### src/rtl/tdq_pkg.sv
package tdq_pkg;

  // Kind of a queue entry; also used for the feedback_added field,
  // where KIND_DATA means no feedback entry was inserted.
  typedef enum logic [1:0] {
    KIND_DATA = 2'd0,
    KIND_SLOW = 2'd1,
    KIND_FAST = 2'd2
  } kind_t;

  typedef enum logic {
    ACT_ARRIVE = 1'b0,
    ACT_END    = 1'b1
  } act_t;

  localparam int HANDLE_W = 32;
  localparam int DUR_W    = 16;
  localparam int BS_W     = 8;
  localparam int OCC_W    = 9;
  localparam int DROPS_W  = 32;

  localparam logic [BS_W-1:0] BS_RESET = 8'd200;
  localparam logic [BS_W-1:0] HI_RESET = 8'd180;  // floor(9*200/10)
  localparam logic [BS_W-1:0] LO_RESET = 8'd100;  // floor(200/2)

  // x/10 == (x*52429) >> 19 for every x below 2296
  localparam logic [15:0] DIV10_MUL = 16'd52429;

  typedef struct packed {
    kind_t                kind;
    logic [HANDLE_W-1:0]  handle;
    logic [DUR_W-1:0]     duration;
  } entry_t;

  typedef struct packed {
    logic [BS_W-1:0] bs;
    logic [BS_W-1:0] hi;
    logic [BS_W-1:0] lo;
  } thr_t;

  typedef struct packed {
    logic                sent;
    kind_t               sent_kind;
    logic [HANDLE_W-1:0] sent_handle;
    logic [DUR_W-1:0]    sent_duration;
    logic                dropped;
    kind_t               feedback_added;
    logic [DROPS_W-1:0]  drops_so_far;
    logic [OCC_W-1:0]    occupancy;
  } res_t;

endpackage

### src/rtl/tdq_thresh.sv
module tdq_thresh (
  input  logic                   clk,
  input  logic                   rst_n,
  input  logic                   cfg_we,
  input  logic [7:0]             cfg_wdata,
  output tdq_pkg::thr_t          thr
);

  import tdq_pkg::*;

  logic [BS_W-1:0] bs_r, hi_r, lo_r;
  logic [11:0]     nine;
  logic [27:0]     prod;

  // floor(9*bs/10) through a reciprocal multiply
  assign nine = 12'(cfg_wdata) * 12'd9;
  assign prod = 28'(nine) * 28'(DIV10_MUL);

  always_ff @(posedge clk) begin
    if (!rst_n) begin
      bs_r <= BS_RESET;
      hi_r <= HI_RESET;
      lo_r <= LO_RESET;
    end else if (cfg_we) begin
      bs_r <= cfg_wdata;
      hi_r <= prod[26:19];
      lo_r <= cfg_wdata >> 1;
    end
  end

  assign thr = '{bs: bs_r, hi: hi_r, lo: lo_r};

endmodule

### config.mk
export PLATFORM = sky130hd
export DESIGN_NAME = tdq_thresh
export DESIGN_NICKNAME = d
export VERILOG_FILES = /design/src/rtl/tdq_pkg.sv /design/src/rtl/tdq_thresh.sv
export SDC_FILE = /design/constraint.sdc
export NUM_CORES = 1
export LEC_CHECK = 0
export ABC_AREA = 1
export BUFFER_PORTS_ARGS = -buffer_cell sky130_fd_sc_hd__buf_2
export CAP_MARGIN = 0
export CORE_ASPECT_RATIO = 0.9
export CORE_MARGIN = 4
export CORE_UTILIZATION = 45
export CTS_CLUSTER_DIAMETER = 60
export CTS_CLUSTER_SIZE = 10
export DETAILED_ROUTE_END_ITERATION = 7
export GPL_TIMING_DRIVEN = 0
export PLACE_DENSITY = 0.61
export SLEW_MARGIN = 20
export SYNTH_ARGS = -nofsm -noshare
export SYNTH_HDL_FRONTEND = slang
export SYNTH_SLANG_ARGS = --single-unit
### constraint.sdc
create_clock -name clk -period 17.75 [get_ports clk]
set_clock_uncertainty 0.05 [all_clocks]
set_input_delay 4.4375 -clock clk [delete_from_list [all_inputs] [get_ports clk]]
set_output_delay 4.4375 -clock clk [all_outputs]
set_load 0.02 [all_outputs]
After elaboration in Yosys (flattened, before gate mapping)
Cells that the tools add are included.
{"block": "word_totals", "out_inout_bits": 24, "regBits": 23, "elab_cells": 5, "inputBits": 11}
{"block": "op_classes", "multipliers": 2}
{"operator": "$mul A12 B16 Y27 const B", "count": 1}
{"operator": "$mul A8 B4 Y12 const B", "count": 1}

Depth between registers and ports, before layout
{"block": "depth", "ltp_word": 2, "mapped_depth": 30, "depth_no_buf": 30}

Least setup slack after synthesis
Ideal clock, no wire load.
{"block": "synth_timing", "path_type": "input to register", "from": "input cfg_wdata[1]", "to": "register hi_r[3]", "path_buffers": 0, "required_time_ns": 17.591, "cell_stages": 25, "setup_slack_ns": 8.017, "arrival_ns": 9.575, "setup_ns": 0.109, "cell_sequence": "ha_1 -> ha_1 -> inv_1 -> fa_1 -> o21ai_2 -> nand2_2 -> a21oi_4 -> xor2_2 -> ha_1 -> fa_1 -> inv_1 -> fa_1 -> fa_1 -> fa_1 -> inv_1 -> ha_1 -> a21oi_1 -> a21boi_0 -> nor2_1 -> nor2_1 -> nand2_1 -> nand2_1 -> nand3_1 -> nand2_1 -> inv_1"}
{"block": "synth_via", "elab_chain_len": 2}
{"item": "start: declaration", "line": "tdq_thresh.sv:5", "rtl": "input logic [7:0] cfg_wdata,"}
{"item": "$mul A8 B4 Y12", "line": "tdq_thresh.sv:16", "rtl": "assign nine = 12'(cfg_wdata) * 12'd9;"}
{"item": "$mul A12 B16 Y27", "line": "tdq_thresh.sv:17", "rtl": "assign prod = 28'(nine) * 28'(DIV10_MUL);"}
{"item": "end signal: assignment", "line": "tdq_thresh.sv:26", "rtl": "hi_r <= prod[26:19];"}
{"item": "end: declaration", "line": "tdq_thresh.sv:11", "rtl": "logic [BS_W-1:0] bs_r, hi_r, lo_r;"}
Every way passes these cells.
A chain may end at the register's enable or synchronous reset.

Final worst setup path
Same ends and word-level chain as after synthesis.

==> key figures <==
Critical path
  • CP max-delay cell: fa_1
  • Crit path top cell by count: fa_1
  • Worst Path Arrival: 10.20 ns
  • Setup Crit Path Kind: primary input to register
  • Maximum fanout along the worst path: 4
  • RR Startpoint: hi_r[0]
  • Crit end category: register
  • CP Launch Type: primary input
  • Critical path origin: cfg_wdata[1]
  • Worst Path Required: 17.85 ns
  • CP peak stage delay: 0.65 ns

Hold path
  • Min-Delay Startpoint: hi_r[5]
  • Worst hold path class: register to register

Yosys
  • Netlist Area Pre-Place: 0.00402 mm2
  • Avg Cell Area, Syn: 7.25 um2
  • Net Count, Synth: 690
  • Post-synthesis sequential area ratio: 7.98%
  • Yosys reg bits: 16
  • Synth Warn #: 0
  • Synth cell types: 27
  • Post-Synthesis Cells: 554

Routing
  • Total Wirelength: 8.95 mm
  • DR DRC count: 0
  • Vias: 3313
  • Initial DRC Count: 125
  • Avg Vias per Cell: 4.68
  • Mean routed wirelength per cell: 12.6 um
  • ANT nets after route: 0
  • Drt pass-1 iters: 4

Clock network
  • CTS Buf Count: 3
  • Clock Sink Count: 16
  • Longest Clk Path Bufs: 2
  • CTS tree: done
  • Worst-path clk slew: 0.06 ns
  • Clock Latency Late Sink: 0.24 ns
  • Post-CTS sizing: 0
  • CTS H-tree lvls: 1
  • Post-CTS Setup Inserts: 0
  • Number of hold buffers added after CTS: 0
  • CTS root buffer: clkbuf_8

Timing
  • RSZ-0062 raised after global routing: no
  • Peak Freq: 99.0 MHz
  • Tightest Pin Transition: 0.640 ns
  • Slew Limit Fails: 0
  • Setup tns final: 0 ns
  • Relative slew slack: 57.0%
  • Worst Slack Setup Final: 7.65 ns
  • Hold Vio Cnt, Final: 0
  • Final Cycle Share: 56.9%
  • Tmin final: 10.10 ns
  • Final setup viols: 0

Placement
  • RePlAce Congestion: 0.919
  • HPWL Detailed: 8.28 mm
  • Port bufs: 32
  • DP Worst Slack: 7.40 ns

Die
  • Rows: 32
  • Die outline width: 108 um
  • Die Ht: 97.6 um
  • Die area: 0.0105 mm2
  • Initial Utilization: 46.4%
  • CORE AREA: 0.00865 mm2
  • Ports: 35

Global routing
  • Grt ovf: 0
  • First-pass GRT wire length: 16.1 mm
  • Vias in the first global route: 3517
  • Antenna violations before repair: 0
  • Largest net degree at the start of global routing: 11
  • Total track usage: 18.8%

Finish
  • Final nets: 727
  • Area delta synth->final: 8.73%
  • Inserted Diodes: 0
  • Layout cells sized above 1: 8.83%

Outcome
  • Status: completed

Flow run
  • Max-cap violations: 0
-- layout make-up --
class                      instances  area [um2]
timing repair buffer              32         160
inverter                         146         548
fill                             882        4280
clock buffer                       3        41.3
buffer                            12        75.1
multi-input combinational        380        3070
sequential                        16         320
tap                              119         149
-- sequential cells by signal (all words and copies together), names as in the netlist --
name and count:
bs_r 8, hi_r 8
-- critical path: cells and delay by family --
kind / cells / cell delay [ns]
adder cells (fa/ha/maj): 9 / 3.74
AO/OA/AOI/OAI: 4 / 0.86
AND/OR/NAND/NOR: 7 / 0.58
buffers and inverters: 5 / 0.36
XOR/XNOR: 1 / 0.24
-- final timing paths --
| check | endpoint | slack [ns] | cells after the start |
|---|---|---|---|
| setup / recovery | hi_r[3] | 7.65 | 26 |
| hold / removal | hi_r[5] | 0.43 | 2 |
| setup reg to reg | hi_r[0] | 17.03 | 4 |
| hold reg to reg | hi_r[5] | 0.43 | 2 |
-- metal layers --
layer / routed length (um) / track usage [%] / up-vias
met1: 4320 / 25.6 / 1503
met2: 4130 / 31.9 / 46
met5: 0 / 0 / -
met3: 357 / 3.26 / 10
met4: 140 / 2.62 / 0
li1: - / - / 1754
-- cells in the final DEF (no fill, tap or decap), types with 2 or more instances in the layout --
| master | Yosys | routed |
|---|---|---|
| nand4_1 | 8 | 8 |
| a21o_1 | 3 | 3 |
| clkbuf_1 | 3 | 3 |
| xor2_2 | 3 | 3 |
| inv_1 | 145 | 145 |
| buf_4 | 8 | 8 |
| nor2_1 | 49 | 49 |
| ha_1 | 82 | 82 |
| clkbuf_8 | 0 | 3 |
| nand3_1 | 23 | 23 |
| nand2_2 | 3 | 3 |
| buf_2 | 0 | 32 |
| dfxtp_1 | 16 | 16 |
| o21ai_0 | 9 | 9 |
| o211ai_1 | 3 | 3 |
| xnor2_1 | 4 | 4 |
| nand2_1 | 112 | 112 |
| nor3_1 | 4 | 4 |
| fa_1 | 43 | 43 |
| a21oi_1 | 24 | 24 |
| o21bai_1 | 3 | 3 |
| xor2_1 | 2 | 2 |
-- metrics by stage --
stage / std cells / utilization, % / instance area, um2 / hold WS, ns
finish: 708 / 50.5 / 4370 / 0.425
global route: 708 / 50.5 / 4370 / 0.464
CTS: 708 / 50.5 / 4370 / 0.426
detailed placement: 705 / 50.0 / 4320 / 0.411
global placement: 705 / 50.0 / 4320 / 0.400
floorplan: 554 / - / 4020 / 0.508
-- cell usage after synthesis --
master	instances	area share, %
a21boi_0	1	0.19
buf_4	8	1.5
nand2_2	3	0.47
ha_1	82	26
conb_1	1	0.093
dfxtp_1	16	8.0
fa_1	43	21
clkbuf_1	3	0.28
o21ai_2	1	0.22
nand4_1	8	1.2
nor3_1	4	0.50
o211ai_1	3	0.56
xnor2_1	4	0.87
inv_2	1	0.093
a21o_1	3	0.56
nand2_1	112	10
nor2_1	49	4.6
xor2_1	2	0.44
a21oi_4	1	0.41
nand3_1	23	2.9
inv_1	145	14
o21ai_0	9	1.1
buf_1	1	0.093
o21bai_1	3	0.56
and2_1	1	0.16
a21oi_1	24	3.0
xor2_2	3	1.2
-- logic make-up after synthesis --
| group | Yosys count | synth area share [%] |
|---|---|---|
| xor+xnor | 9 | 2.52 |
| buf+inv | 158 | 15.5 |
| flops | 16 | 7.98 |
| fa+ha+maj | 125 | 47.0 |
| simple gates | 200 | 20.3 |
| compound gates | 45 | 6.61 |
| other cells | 1 | 0.0934 |
Power is left out: the tool's default activity adds up to more than one toggle a clock period on the data nets, which glitch-free logic cannot reach.
